$ cat config.mk
export PLATFORM = sky130hd
export DESIGN_NAME = bb3_back
export DESIGN_NICKNAME = d
export VERILOG_FILES = /design/src/rtl/bb3_pkg.sv /design/src/rtl/bb3_back.sv
export SDC_FILE = /design/constraint.sdc
export NUM_CORES = 2
export LEC_CHECK = 0
export BUFFER_PORTS_ARGS = -buffer_cell sky130_fd_sc_hd__buf_4
export CAP_MARGIN = 10
export CORE_MARGIN = 2
export CORE_UTILIZATION = 49
export CTS_BUF_LIST = sky130_fd_sc_hd__clkbuf_4 sky130_fd_sc_hd__clkbuf_8 sky130_fd_sc_hd__clkbuf_16
export CTS_CLUSTER_DIAMETER = 80
export DETAILED_ROUTE_END_ITERATION = 16
export GPL_TIMING_DRIVEN = 0
export PLACE_DENSITY = 0.67
export SETUP_SLACK_MARGIN = 0.5
export SYNTH_ARGS = -nofsm -noshare
export SYNTH_HDL_FRONTEND = slang
export SYNTH_SLANG_ARGS = --single-unit
$ cat constraint.sdc
create_clock -name aclk -period 8.3 [get_ports aclk]
set_input_delay 0.83 -clock aclk [delete_from_list [all_inputs] [get_ports aclk]]
set_output_delay 0.83 -clock aclk [all_outputs]
set_load 0.02 [all_outputs]
$ cat src/rtl/bb3_pkg.sv
// Shared types, constants and functions for the 3x3 box blur.
package bb3_pkg;

    localparam int MAX_SIZE  = 1024;
    localparam int SIZE_W    = 11;
    localparam int COL_W     = 10;
    localparam int CH_W      = 16;
    localparam int PIX_W     = 3 * CH_W;
    localparam int QDEPTH    = 4;
    localparam int QPTR_W    = 2;
    localparam int QCNT_W    = 3;
    localparam int RSUM_W    = CH_W + 2;
    localparam int TSUM_W    = CH_W + 4;
    localparam int RECIP_W   = 25;
    localparam int RECIP_SH  = 24;
    localparam int PROD_W    = TSUM_W + RECIP_W;

    typedef logic [PIX_W-1:0] pix_t;

    typedef struct packed {
        logic [8:0][PIX_W-1:0] px;
        logic [8:0]            mask;
        logic                  last;
    } bb3_item_t;

    function automatic logic [SIZE_W-1:0] clamp_size(input logic [SIZE_W-1:0] v);
        logic [SIZE_W-1:0] r;
        r = v;
        if (v == '0) begin
            r = SIZE_W'(1);
        end else if (v > SIZE_W'(MAX_SIZE)) begin
            r = SIZE_W'(MAX_SIZE);
        end
        return r;
    endfunction

    // ceil(2^24 / d); exact truncated quotient for sums below 2^20
    function automatic logic [RECIP_W-1:0] recip(input logic [3:0] d);
        logic [RECIP_W-1:0] r;
        case (d)
            4'd2:    r = RECIP_W'(8388608);
            4'd3:    r = RECIP_W'(5592406);
            4'd4:    r = RECIP_W'(4194304);
            4'd5:    r = RECIP_W'(3355444);
            4'd6:    r = RECIP_W'(2796203);
            4'd7:    r = RECIP_W'(2396746);
            4'd8:    r = RECIP_W'(2097152);
            4'd9:    r = RECIP_W'(1864136);
            default: r = RECIP_W'(16777216);
        endcase
        return r;
    endfunction

endpackage

$ cat src/rtl/bb3_back.sv
// Back end: masked window sums, reciprocal divide and output register.
module bb3_back import bb3_pkg::*; (
    input  logic       aclk,
    input  logic       aresetn,
    input  bb3_item_t  head,
    input  logic       empty,
    output logic       pop,
    output logic       m_tvalid,
    input  logic       m_tready,
    output logic [PIX_W-1:0] m_tdata,
    output logic       m_tlast
);

    logic ce;
    logic s1_valid_reg, s2_valid_reg, out_valid_reg;

    logic [2:0][2:0][RSUM_W-1:0] rsum, s1_rsum_reg;
    logic [3:0]                  s1_cnt_reg;
    logic                        s1_last_reg;

    logic [2:0][TSUM_W-1:0]      s2_sum_reg;
    logic [RECIP_W-1:0]          s2_recip_reg;
    logic                        s2_last_reg;

    logic [2:0][PROD_W-1:0]      prod_reg;
    logic                        out_last_reg;

    assign ce  = !out_valid_reg || m_tready;
    assign pop = ce && !empty;

    always_comb begin
        for (int ch = 0; ch < 3; ch++) begin
            for (int i = 0; i < 3; i++) begin
                rsum[ch][i] = '0;
                for (int j = 0; j < 3; j++) begin
                    if (head.mask[i*3+j]) begin
                        rsum[ch][i] = rsum[ch][i]
                            + RSUM_W'(head.px[i*3+j][ch*CH_W +: CH_W]);
                    end
                end
            end
        end
    end

    always_ff @(posedge aclk) begin
        if (!aresetn) begin
            s1_valid_reg  <= 1'b0;
            s2_valid_reg  <= 1'b0;
            out_valid_reg <= 1'b0;
        end else if (ce) begin
            s1_valid_reg  <= pop;
            s2_valid_reg  <= s1_valid_reg;
            out_valid_reg <= s2_valid_reg;
        end
    end

    always_ff @(posedge aclk) begin
        if (ce) begin
            s1_rsum_reg  <= rsum;
            s1_cnt_reg   <= 4'($countones(head.mask));
            s1_last_reg  <= head.last;
            for (int ch = 0; ch < 3; ch++) begin
                s2_sum_reg[ch] <= TSUM_W'(s1_rsum_reg[ch][0]) + TSUM_W'(s1_rsum_reg[ch][1])
                                + TSUM_W'(s1_rsum_reg[ch][2]);
                prod_reg[ch]   <= PROD_W'(s2_sum_reg[ch]) * PROD_W'(s2_recip_reg);
            end
            s2_recip_reg <= recip(s1_cnt_reg);
            s2_last_reg  <= s1_last_reg;
            out_last_reg <= s2_last_reg;
        end
    end

    assign m_tvalid = out_valid_reg;
    assign m_tlast  = out_last_reg;
    always_comb begin
        for (int ch = 0; ch < 3; ch++) begin
            m_tdata[ch*CH_W +: CH_W] = prod_reg[ch][RECIP_SH +: CH_W];
        end
    end

endmodule

; Word level (Yosys, flattened, before mapping)
; Memories as Yosys holds them, arrays and structs flattened. A register that Yosys moved wholly into a read port is not among the register bits.
; Index checks and enable logic that the tools add are counted.
[totals]
reg_bits = 352
rom_bits = 400
in_bits = 446
output_inout_bits = 51
word_cells = 89
n_memories = 1
[classes]
add_sub_neg = 32
n_mul = 3
mux = 27
reduce_logical = 4
[memory_table]
columns = memory, words, width, read_ports, rd_ports_with_merged_regs, write_ports, line_no
row1 = (name not given), 16, 25, 1, 1, 0, bb3_pkg.sv:40  ; case (d)
[ops]
columns = cell, count
row1 = adder 18 x 16 -> 18 bit, 18
row2 = 2-to-1 mux 18 bit, 18
row3 = 2-to-1 mux 16 bit, 9
row4 = multiplier 20 x 25 -> 40 bit, 3
row5 = adder 19 x 18 -> 20 bit, 3
row6 = adder 18 x 18 -> 19 bit, 3
row7 = adder 1 x 1 -> 2 bit, 4
row8 = adder 2 x 2 -> 3 bit, 2
row9 = adder 3 x 3 -> 4 bit, 1
row10 = adder 4 x 1 -> 4 bit, 1
row11 = zero test 1 bit, 2
row12 = logical AND 1 bit, 1
row13 = logical OR 1 bit, 1

; Depth between registers and ports, before layout
[depth]
depth_word = 5
depth_mapped = 28
mapped_depth_nobuf = 26

; Least setup slack after synthesis
; No wires, ideal clock.
[synth_timing]
path_type = in2reg
from = in m_tready
to = reg prod_reg, in the netlist m_tdata[0], enable pin
setup_ns = 0.645
arrival_ns = 6.610
t_required_ns = 7.655
slack_ns = 1.045
path_stages = 2
path_buffers = 0
cell_sequence = nor2b_1 inv_1
[synth_between]
elab_chain_cells = 1
[synth_rtl]
columns = element, line_no
row1 = from (decl), bb3_back.sv:9  ; input logic m_tready,
row2 = logical OR 1 bit, bb3_back.sv:28  ; assign ce = !out_valid_reg || m_tready;
row3 = "to (signal, indexed assignment)", bb3_back.sv:65  ; prod_reg[ch] <= PROD_W'(s2_sum_reg[ch]) * PROD_W'(s2_recip_reg);
row4 = to (decl), bb3_back.sv:25  ; logic [2:0][PROD_W-1:0] prod_reg;
; Every way passes these cells.
; A chain may end at the register's enable or synchronous reset.

; Final worst setup path
[layout_timing]
from = reg s2_sum_reg[12] in the netlist's numbering
to = reg prod_reg, in the netlist m_tdata[15] (data pin)
[layout_between]
elab_chain_cells = 1
[layout_rtl]
columns = element, line_no
row1 = from (decl), bb3_back.sv:21  ; logic [2:0][TSUM_W-1:0] s2_sum_reg;
row2 = "from (signal, indexed assignment)", bb3_back.sv:63  ; s2_sum_reg[ch] <= TSUM_W'(s1_rsum_reg[ch][0]) + TSUM_W'(s1_rsum_reg[ch][1])
row3 = multiplier 20 x 25 -> 40 bit, bb3_back.sv:65
; Every way passes these cells.

==> summary.md <==
| Metric | Value |
|---|---|
| Outcome | completed |
| Syn Area/Cell | 9.344 um2 |
| Hold_ws | between 0.3 and 0.4 ns |
| Vias per inst | approximately 5.6 |
| RSZ-0062 raised after global routing | no |
| CTS Hold Bufs | 0 |
| Post-synth top area cell | fa_1 |
| FILL cells | approximately 13,000 |
| Total die area | approximately 0.15 mm2 |
| Worst-Skew Late Latency | between 0.6 and 0.7 ns |
| Clk_skew | 0.05759 ns |
| # DRC | 0 |
| All-layer global routing usage | 34.82% |
| Mapped Cells | 7,463 |
| WP data arrival | between 8 and 9 ns |
| I/O Buffers | ~500 |
| Clk pin slew, worst setup/hold paths | roughly 0.060 ns |
| ANT nets after route | 0 |
| HPWL Detailed | ~210 mm |
| Longest Clk Path Bufs | 3 |
| Largest net degree at the start of global routing | roughly 130 |
| Post-synth cell types | roughly 80 |
| DIE WIDTH | 381.3 um |
| F_max | ~130 MHz |
| Final setup violation count | 0 |
| Flip-flop count of the largest register after layout | 162 |
| Number of synthesized flops with an enable pin | slightly below 300 |
| Initial antenna violation count | 25 |
| Most frequent cells after synthesis | inv_1 (1,564), fa_1 (1,229), nand2_1 (730) |
| Max Cap Violations | 0 |
| Share of cells above drive strength 1 | about an eighth |
| Fin cells | 10,014 |
| First-pass GRT wire length | 370.9 mm |
| Rel. slew slack | between 15 and 20% |
| Min-delay worst type | input port to flop |
| Synth top area cells | fa_1 (35%), ha_1 (13%), edfxtp_1 (13%), inv_1 (8.4%), and2_1 (5.9%) |
| Synth warn | 0 |
| Post-DP Area | ~0.076 mm2 |
| Routability cong. | around 1.0 |
| CP Class | flop to flop |
| Worst slew pin tran | between 1 and 1.5 ns |
| Io pins | 497 |
| CP required | between 8 and 9 ns |
| DR iter-0 viols | 4,786 |
| Final WL | roughly 250 mm |
| Fin. Hold Viols | 0 |
| FF+latch count, synth | about 300 |
| Tcrit/Tclk final | 92.49% |
| Crit path max fanout | 10 |
| Area Growth Syn to Fin | 13.03% |
| Crit end category | flop |
| Final core utilization | 55.74% |
| Net Count, Synth | approximately 10,000 |
| Area occupied by registers | 0.008919 mm2 |
| Sequential area share after synthesis | roughly an eighth |
| Post-layout instance area | a little under 0.08 mm2 |
| Count leader, synth | inv_1 |
| Ys async rst share | 0% |
| Vert. Die Dim | between 300 and 400 um |
| Initial DRT Pass Iterations | 6 |
| CORE AREA | roughly 0.14 mm2 |
| Clock Tree Root | clkbuf_16 |
| Vias in the first global route | a little under 60,000 |
| Total gr overflow | 0 |
| Initial Utilization | just under 50% |
| Dpl cells | between 9,000 and 10,000 |
| # clock sinks | 298 |
| Cell area after synthesis | between 0.06 and 0.07 mm2 |
| Floorplan row count | approximately 140 |
| Min Tclk post-route | about 7.7 ns |
| Nets | approximately 10,000 |
| CTS tree | yes |
| Crit start category | flop |
| CTS H-tree depth | 2 |
| CTS Buf Count | between 40 and 50 |
| Routed length per instance | ~25 um |
| DR vias | around 56,000 |
| Most common flop cell mapped by yosys | edfxtp_1 |
| Area of the multi-input gates | roughly 0.054 mm2 |
| Max-slew violations | 0 |
| Post-synth top area share | between 30% and 40% |
-- repair_timing --
item | in CTS | in global routing
endpoints found under the setup margin | 48 | 21
resized for setup | 159 | 273
gates cloned | 0 | 0
pin swaps | 1 | 21
setup buffers | 26 | 38
-- layout make-up --
| type | instances | share of cell area [%] |
|---|---|---|
| timing repair buffer | 567 | 5.654 |
| buffer | 255 | 1.908 |
| inverter | 1566 | 7.467 |
| tap | 1890 | 3.000 |
| multi-input combinational | 5344 | 68.69 |
| sequential | 298 | 11.31 |
| antenna | 16 | 0.05080 |
| clock buffer | 47 | 1.381 |
| clock inverter | 31 | 0.5286 |
-- path summary, 6_finish.rpt --
check / endpoint / slack, ns / start / cells past startpoint
hold reg to reg: m_tlast$_DFFE_PN_ / 0.43 / s2_last_reg$_DFFE_PN_ / 0
setup reg to reg: m_tdata[15]$_DFFE_PN_ / 0.62 / s2_sum_reg[12]$_DFFE_PN_ / 24
setup / recovery: m_tdata[15]$_DFFE_PN_ / 0.62 / s2_sum_reg[12]$_DFFE_PN_ / 24
hold / removal: s1_last_reg$_DFFE_PN_ / 0.35 / head[0] / 1
-- cell usage in the layout (no fill, tap or decap), types with 75 or more instances in the layout --
master and instances:
and2_1 651, ha_1 710, buf_4 565, fa_1 1218, xnor2_1 238, clkbuf_1 83
nand3_1 75, nand2_1 729, xor2_1 108, a21oi_1 313, edfxtp_1 295, mux2_2 149
nor2_1 243, inv_1 1563, o21ai_0 161, a21o_1 93
-- per-stage QoR --
stage | setup slack, ns | setup TNS [ns]
global route | 0.4695 | 0
CTS | 0.4718 | 0
global placement | -2.014 | -614.53
finish | 0.6230 | 0
floorplan | 1.045 | 0
detailed placement | -1.174 | -15.79
-- layer usage --
| metal | global-route usage [%] | routed length (um) | vias to the layer above |
|---|---|---|---|
| met2 | 56.95 | 117700 | 2703 |
| met1 | 42.97 | 94790 | 27847 |
| met4 | 19.25 | 17600 | 10 |
| met3 | 7.297 | 22890 | 684 |
| met5 | 0 | 63 | - |
| li1 | - | - | 24781 |
-- critical path: stages (launching register included) --
cell and delay [ns]:
edfxtp_1 0.43, clkbuf_2 0.35, clkbuf_4 0.33, nand2_1 0.12
fa_1 0.52, inv_1 0.05, fa_1 0.48, fa_2 0.67
fa_1 0.50, fa_1 0.47, fa_1 0.56, inv_1 0.07
fa_1 0.56, inv_1 0.07, ha_1 0.30, nand2_1 0.07
a21o_1 0.18, a21oi_2 0.15, o21ai_0 0.11, o221a_2 0.35
a221oi_4 0.39, a21oi_4 0.14, o211ai_1 0.24, a21oi_1 0.12
xnor2_1 0.13
-- kinds of logic after synthesis --
logic type	synth area share (%)
xor+xnor	4.345
mux	2.600
fa+ha+maj	48.04
buf+inv	9.814
flops	12.79
simple gates	14.26
compound gates	8.153
Power is not shown: default switching activity piles up to over one toggle a cycle in this logic, so the estimate is an artifact.
