File: config.mk
export PLATFORM = sky130hd
export DESIGN_NAME = bb3_queue
export DESIGN_NICKNAME = d
export VERILOG_FILES = /design/src/rtl/bb3_pkg.sv /design/src/rtl/bb3_queue.sv
export SDC_FILE = /design/constraint.sdc
export NUM_CORES = 1
export LEC_CHECK = 0
export BUFFER_PORTS_ARGS = -buffer_cell sky130_fd_sc_hd__buf_2
export CORE_AREA = 2 2 345 347
export DETAILED_ROUTE_END_ITERATION = 7
export DIE_AREA = 0 0 347 349
export PLACE_DENSITY = 0.81
export SLEW_MARGIN = 25
export SYNTH_ARGS = -nofsm -noshare
export SYNTH_HDL_FRONTEND = slang
export SYNTH_SLANG_ARGS = --single-unit
File: constraint.sdc
create_clock -name aclk -period 20.6 [get_ports aclk]
set_input_delay 3.09 -clock aclk [delete_from_list [all_inputs] [get_ports aclk]]
set_output_delay 3.09 -clock aclk [all_outputs]
set_load 0.02 [all_outputs]
File: src/rtl/bb3_pkg.sv
// Shared types, constants and functions for the 3x3 box blur.
package bb3_pkg;

    localparam int MAX_SIZE  = 1024;
    localparam int SIZE_W    = 11;
    localparam int COL_W     = 10;
    localparam int CH_W      = 16;
    localparam int PIX_W     = 3 * CH_W;
    localparam int QDEPTH    = 4;
    localparam int QPTR_W    = 2;
    localparam int QCNT_W    = 3;
    localparam int RSUM_W    = CH_W + 2;
    localparam int TSUM_W    = CH_W + 4;
    localparam int RECIP_W   = 25;
    localparam int RECIP_SH  = 24;
    localparam int PROD_W    = TSUM_W + RECIP_W;

    typedef logic [PIX_W-1:0] pix_t;

    typedef struct packed {
        logic [8:0][PIX_W-1:0] px;
        logic [8:0]            mask;
        logic                  last;
    } bb3_item_t;

    function automatic logic [SIZE_W-1:0] clamp_size(input logic [SIZE_W-1:0] v);
        logic [SIZE_W-1:0] r;
        r = v;
        if (v == '0) begin
            r = SIZE_W'(1);
        end else if (v > SIZE_W'(MAX_SIZE)) begin
            r = SIZE_W'(MAX_SIZE);
        end
        return r;
    endfunction

    // ceil(2^24 / d); exact truncated quotient for sums below 2^20
    function automatic logic [RECIP_W-1:0] recip(input logic [3:0] d);
        logic [RECIP_W-1:0] r;
        case (d)
            4'd2:    r = RECIP_W'(8388608);
            4'd3:    r = RECIP_W'(5592406);
            4'd4:    r = RECIP_W'(4194304);
            4'd5:    r = RECIP_W'(3355444);
            4'd6:    r = RECIP_W'(2796203);
            4'd7:    r = RECIP_W'(2396746);
            4'd8:    r = RECIP_W'(2097152);
            4'd9:    r = RECIP_W'(1864136);
            default: r = RECIP_W'(16777216);
        endcase
        return r;
    endfunction

endpackage

File: src/rtl/bb3_queue.sv
// Short queue of classified windows between front and back ends.
module bb3_queue import bb3_pkg::*; (
    input  logic              aclk,
    input  logic              aresetn,
    input  logic              push,
    input  bb3_item_t         push_data,
    input  logic              pop,
    output bb3_item_t         head,
    output logic              empty,
    output logic [QCNT_W-1:0] count
);

    bb3_item_t         q_reg [QDEPTH];
    logic [QPTR_W-1:0] wp_reg, rp_reg;
    logic [QCNT_W-1:0] cnt_reg;

    assign head  = q_reg[rp_reg];
    assign empty = (cnt_reg == '0);
    assign count = cnt_reg;

    always_ff @(posedge aclk) begin
        if (push) begin
            q_reg[wp_reg] <= push_data;
        end
    end

    always_ff @(posedge aclk) begin
        if (!aresetn) begin
            wp_reg  <= '0;
            rp_reg  <= '0;
            cnt_reg <= '0;
        end else begin
            if (push) begin
                wp_reg <= wp_reg + QPTR_W'(1);
            end
            if (pop) begin
                rp_reg <= rp_reg + QPTR_W'(1);
            end
            cnt_reg <= cnt_reg + QCNT_W'(push) - QCNT_W'(pop);
        end
    end

endmodule

# Word level (Yosys, flattened, before mapping)
# Memories as Yosys holds them, arrays and structs flattened. A register that Yosys moved wholly into a read port is not among the register bits.
# Cells that the tools add are included.
classes:
  addsub: 4
  muxes: 4
  reduce_logical: 1
ops:
  columns: ["cell", "n"]
  rows:
  - ["adder 2 x 1 -> 2 bit (second input constant)", 2]
  - ["two-way mux 2 bit", 2]
  - ["adder 3 x 1 -> 3 bit", 1]
  - ["zero test 3 bit", 1]
  - ["subtractor 3 x 1 -> 3 bit", 1]
  - ["two-way mux 1 bit", 2]
totals:
  register_bits: 7
  ramBits: 1768
  in_bits: 446
  wordCells: 13
  mem_count: 1
memory_table:
  columns: ["name", "words", "width", "rd", "rd_ports_with_merged_regs", "write_ports", "line_no", "source"]
  rows:
  - ["q_reg", 4, 442, 1, 1, 1, "bb3_queue.sv:13", "bb3_item_t q_reg [QDEPTH];"]

# Logic depth before layout (Yosys ltp)
# Gate-level depths: netlist of run 1.
logic_depth:
  word_depth: 3
  depth_mapped: 7
  ltp_nobuf: 7

# Worst setup path after synthesis of run 1
# OpenSTA, ideal clock, no wires.
synth_timing:
  path_kind: "input to register"
  from: "input push"
  to: "memory q_reg[0][0] (netlist bit), enable pin"
  setup_time_ps: 861
  arrival_time_ps: 13021
  path_slack_ps: 6718
  path_stages: 1
  cell_sequence: "and2_1"
synth_via:
  elab_chain_len: 2
synth_rtl:
  columns: ["element", "line_no", "source"]
  rows:
  - ["start: declaration", "bb3_queue.sv:5", "input logic push,"]
  - ["two-way mux 1 bit", "bb3_queue.sv:22", "if (push) begin"]
  - ["two-way mux 1 bit (implied by the code)", "bb3_queue.sv:23", "q_reg[wp_reg] <= push_data;"]
  - ["end: declaration", "bb3_queue.sv:13", null]
# Every way passes these cells.

==> results.json, run 1 <==
{
  "max_stage_delay_ns": 1.02,
  "syn_to_final_growth_pct": 18.1,
  "hpwl_mm": 87.8,
  "totalWireLength_mm": 149,
  "p_leak_nw": 25.2,
  "drc": 0,
  "final_cell_mix": "1768 x edfxtp_1, 891 x buf_2, 442 x mux4_2",
  "clk_latency_ns": 0.78,
  "grt_usage_pct": 24.2,
  "drt_iter0_drc": 2965,
  "multi_input_area_sq_um": 10200,
  "cts_buffers": 167,
  "finalSetupViolCount": 0,
  "post-route-period-util_pct": 39.3,
  "synthesis.nets": 2803,
  "power_density_nw_per_um2": 107,
  "cts_hold_buf": 0,
  "ys_ff_latch": 1777,
  "skew_ns": 0.0483,
  "end_kind": "output port",
  "fillCellCount": 7162,
  "grt_pass1_vias": 31500,
  "pin_count": 892,
  "clkSlewWorstSetupHoldPaths_ns": 0.06,
  "coreArea_sq_um": 117000,
  "antenna_found_initial": 88,
  "first_pass_iters": 7,
  "avgViaCountPerCell": 5.92,
  "synth_cells": 2350,
  "grt_pass1_wl_mm": 212,
  "layout_commonest_cell": "edfxtp_1",
  "cp_common_cell": "buf_4",
  "hold_violations": 0,
  "crit_required_ns": 17.51,
  "clock_path_buffers": 3,
  "place.gp.congestion": 0.798,
  "post-cts-setup-buffers": 0,
  "ys_seq_area_share_pct": 82.9,
  "ir_worst_vdd_mv": 0.115,
  "syn_area_sq_um": 64200,
  "num_rows": 126,
  "fp.dieH_microns": 349,
  "status": "finished clean",
  "grt_overflow": 0,
  "cpMaxStageDelayCell": "dfxtp_4",
  "drv_cap": 0,
  "period_minus_slack_ns": 8.09,
  "cts_tree": "yes",
  "min_from": "rp_reg[1]",
  "worstPathMaxFanout": 68,
  "r2r_start": "wp_reg[1]",
  "path_cells": "buf_4 -> buf_4 -> buf_4 -> buf_16 -> mux4_2 -> buf_2",
  "root_buffer": "clkbuf_16",
  "rsz0062_at_grt": "false",
  "maxClockFrequency_ghz": 0.124,
  "vias": 30100,
  "fin_util_pct": 64.6,
  "die_area_sq_um": 121000,
  "critPathKind": "reg -> out",
  "tightest_slew_ns": 1.04,
  "min_path_type": "reg -> reg",
  "grt_max_degree": 140,
  "clkSinkCount": 1777,
  "layout_setup_ws_ns": 12.51,
  "wire_per_inst_microns": 29.3,
  "h-tree-depth": 4,
  "relSlewSlack_pct": 30.4,
  "final-seq-area_sq_um": 53300,
  "largest_register_ffs": 1768,
  "crit_path_start_kind": "flop",
  "avgSynthCellArea_sq_um": 27.3,
  "yosysWarnings": 0,
  "setup_tns_ns": 0,
  "finalNetCount": 3805,
  "ys_types": 19,
  "drv_slew": 0,
  "finalPower_mw": 8.09,
  "start_util_pct": 54.7,
  "pre_cts_slack_ns": 13.27,
  "worst_hold_slack_ns": 0.530,
  "postCtsResizedCells": 0,
  "postRouteAntennaNets": 0,
  "die_x_microns": 347,
  "arrival_ns": 5.00,
  "port_buffers": 891,
  "drive_gt1_share_pct": 46.2
}
## layout make-up
type | instances | share of cell area (%)
clock inverter | 102 | 1.34
sequential | 1777 | 70.2
antenna | 59 | 0.195
multi-input combinational | 468 | 13.4
timing repair buffer | 931 | 6.47
inverter | 7 | 0.0346
tap | 1536 | 2.53
clock buffer | 201 | 5.76
## through the flow
stage                     cells  cell area [sq um]
after floorplan            2350              64200
after global placement     4715              70200
after detailed placement   4719              70300
after CTS                  5022              75700
after global routing       5069              75800
final                      5081              75900
## critical path: cells and delay by family, from the launching register on
kind | cells | cell delay (ns)
DFF | 1 | 1.02
buffers and inverters | 5 | 2.65
muxes | 1 | 0.39
## Yosys cell counts
cell type  number  area, sq um
buf_6          43          484
clkbuf_1        7         26.3
buf_1           2         7.51
edfxtp_1     1768        53100
xnor2_1         2         17.5
ha_1            6         75.1
inv_1           7         26.3
nor3_1          1         5.00
nor2_1          5         18.8
buf_2          46          230
xor3_1          1         23.8
mux2i_1         1         10.0
a21bo_2         1         10.0
a21oi_1         1         5.00
fa_1            1         20.0
mux4_2        442         9950
nand3b_1        1         7.51
dfxtp_1         9          180
and2_1          6         37.5
## logic make-up after synthesis
family	share of synthesized area [%]
flip-flops	82.9
multiplexers	15.5
XOR/XNOR	0.0643
AO/OA/AOI/OAI	0.0234
adder cells (fa/ha/maj)	0.148
buffers and inverters	1.21
AND/OR/NAND/NOR	0.107
## metal layers
metal	track usage [%]	share of wire [%]	vias to the layer above
met5	0	0.22	-
met1	27.4	33	15700
met2	41.0	53	1586
met3	7.31	8.3	423
met4	14.1	5.6	48
li1	-	-	12300
## report_power, final
group          switching, mW  internal, mW  total [mW]
combinational          0.532         0.321       0.853
clock                   1.31          1.71        3.02
sequential            0.0545          4.16        4.22
## final timing paths
| check | end | slack [ns] | cells after the start |
|---|---|---|---|
| max | head[384] | 12.51 | 6 |
| min reg2reg | flop | 0.53 | 2 |
| max reg2reg | q_reg[1][139] | 16.05 | 7 |
| min | flop | 0.53 | 2 |
No activity file was read; power rests on OpenSTA's default activity.
==> inputs of run 2 (changes only) <==
clock period = 8.34 ns   (was 20.6 ns; I/O delays follow)
==> run 2 against run 1 <==
  * Register-to-register slack lost 11 ns
  * Routed wire length grew 2.3%
  * Sequential share of layout area is essentially flat
  * Power grew 150%
  * Combinational power grew 150%
  * Clock skew shrank 0.019 ns
  * Clock power grew 140%
  * Hold slack gained 0.038 ns
  * Worst setup slack lost 9.0 ns
  * Critical path depth shrank 2
  * First-iteration DRC count shrank 5.5%
==> results.json, run 2 (synthesis gave the netlist of run 1 again) <==
{
  "status": "finished clean",
  "min_path_type": "reg -> reg",
  "clkSinkCount": 1777,
  "setup_tns_ns": 0,
  "finalNetCount": 3808,
  "cts_tree": "yes",
  "skew_ns": 0.0292,
  "drt_iter0_drc": 2801,
  "final_cell_mix": "1768 x edfxtp_1, 891 x buf_2, 442 x mux4_2",
  "grt_max_degree": 151,
  "largest_register_ffs": 1768,
  "worstPathMaxFanout": 135,
  "grt_pass1_wl_mm": 216,
  "syn_to_final_growth_pct": 18.1,
  "cts_buffers": 170,
  "crit_required_ns": 7.09,
  "place.gp.congestion": 0.819,
  "finalPower_mw": 19.9,
  "maxClockFrequency_ghz": 0.208,
  "drv_slew": 0,
  "critPathKind": "reg -> out",
  "final-seq-area_sq_um": 53300,
  "clock_path_buffers": 3,
  "hpwl_mm": 88.5,
  "power_density_nw_per_um2": 262,
  "worst_hold_slack_ns": 0.567,
  "relSlewSlack_pct": 23.8,
  "cts_hold_buf": 0,
  "wire_per_inst_microns": 29.9,
  "grt_overflow": 0,
  "post-route-period-util_pct": 57.8,
  "end_kind": "output port",
  "h-tree-depth": 4,
  "drv_cap": 0,
  "die_area_sq_um": 121000,
  "drc": 0,
  "clk_latency_ns": 0.77,
  "tightest_slew_ns": 1.14,
  "ir_worst_vdd_mv": 0.216,
  "pin_count": 892,
  "multi_input_area_sq_um": 10200,
  "p_leak_nw": 25.2,
  "dpl.cell_count": 4718,
  "max_stage_delay_ns": 0.73,
  "period_minus_slack_ns": 4.82,
  "arrival_ns": 3.57,
  "totalWireLength_mm": 152,
  "clkSlewWorstSetupHoldPaths_ns": 0.06,
  "antenna_found_initial": 87,
  "cpMaxStageDelayCell": "dfxtp_4",
  "coreArea_sq_um": 117000,
  "crit_path_start_kind": "flop",
  "start_util_pct": 54.7,
  "grt_usage_pct": 24.7,
  "path_cells": "buf_12 -> buf_4 -> mux4_2 -> buf_2",
  "drive_gt1_share_pct": 46.0,
  "port_buffers": 891,
  "layout_commonest_cell": "edfxtp_1",
  "fp.dieH_microns": 349,
  "fin_cells": 5098,
  "finalSetupViolCount": 0,
  "first_pass_iters": 7,
  "post-cts-setup-buffers": 0,
  "avgViaCountPerCell": 5.96,
  "rsz0062_at_grt": "false",
  "vias": 30400,
  "root_buffer": "clkbuf_16",
  "postRouteAntennaNets": 0,
  "fillCellCount": 7184,
  "die_x_microns": 347,
  "grt_pass1_vias": 31900,
  "postCtsResizedCells": 0,
  "hold_violations": 0,
  "num_rows": 126
}
run 2: cell count changes in the layout (fill, tap and decap cells not counted), sizes merged:
| cell | delta |
|---|---|
| bufinv | -6 |
| clkinvlp | +1 |
| clkbuf | +15 |
| diode | +15 |
| clkinv | -15 |
| inv | +7 |
run 2: worst max-delay path, delay by kind of cell (launching register included):
| kind | cells | cell delay [ns] |
|---|---|---|
| DFF | 1 | 0.73 |
| buffers and inverters | 3 | 1.32 |
| muxes | 1 | 0.43 |
run 2: layout make-up:
class	instances	share of cell area, %
tap	1536	2.53
multi-input combinational	468	13.4
clock inverter	89	1.03
timing repair buffer	931	6.60
inverter	7	0.0346
antenna	74	0.244
sequential	1777	70.2
clock buffer	216	5.92
run 2: worst paths after layout:
kind / startpoint / end / slack (ns) / depth (start not counted)
worst max-delay path: flop / head[130] / 3.52 / 4
worst min-delay path: wp_reg[1] / wp_reg[1] / 0.57 / 2
worst max register to register: wp_reg[0] / q_reg[1][117] / 5.34 / 4
worst min register to register: wp_reg[1] / wp_reg[1] / 0.57 / 2
run 2: stage by stage:
step | instance area, sq um | setup slack (ns) | util [%]
final | 75900 | 3.52 | 64.6
after global placement | 70400 | 4.41 | 59.9
after detailed placement | 70400 | 4.35 | 59.9
after floorplan | 64200 | -3.70 | -
after CTS | 75700 | 3.46 | 64.4
after global routing | 75800 | 3.39 | 64.6
run 2: power by group:
part           total (mW)  switching (mW)  internal [mW]
combinational        2.12            1.32          0.803
clock                7.34            3.23           4.11
sequential           10.4           0.138           10.3
run 2: metal layers:
layer  wire length, microns  GRT usage, %  up-vias
met5                    276             0        -
met4                   7280          13.3       42
li1                       -             -    12400
met3                  13300          7.53      397
met1                  50700          28.7    16000
met2                  80800          41.5     1619
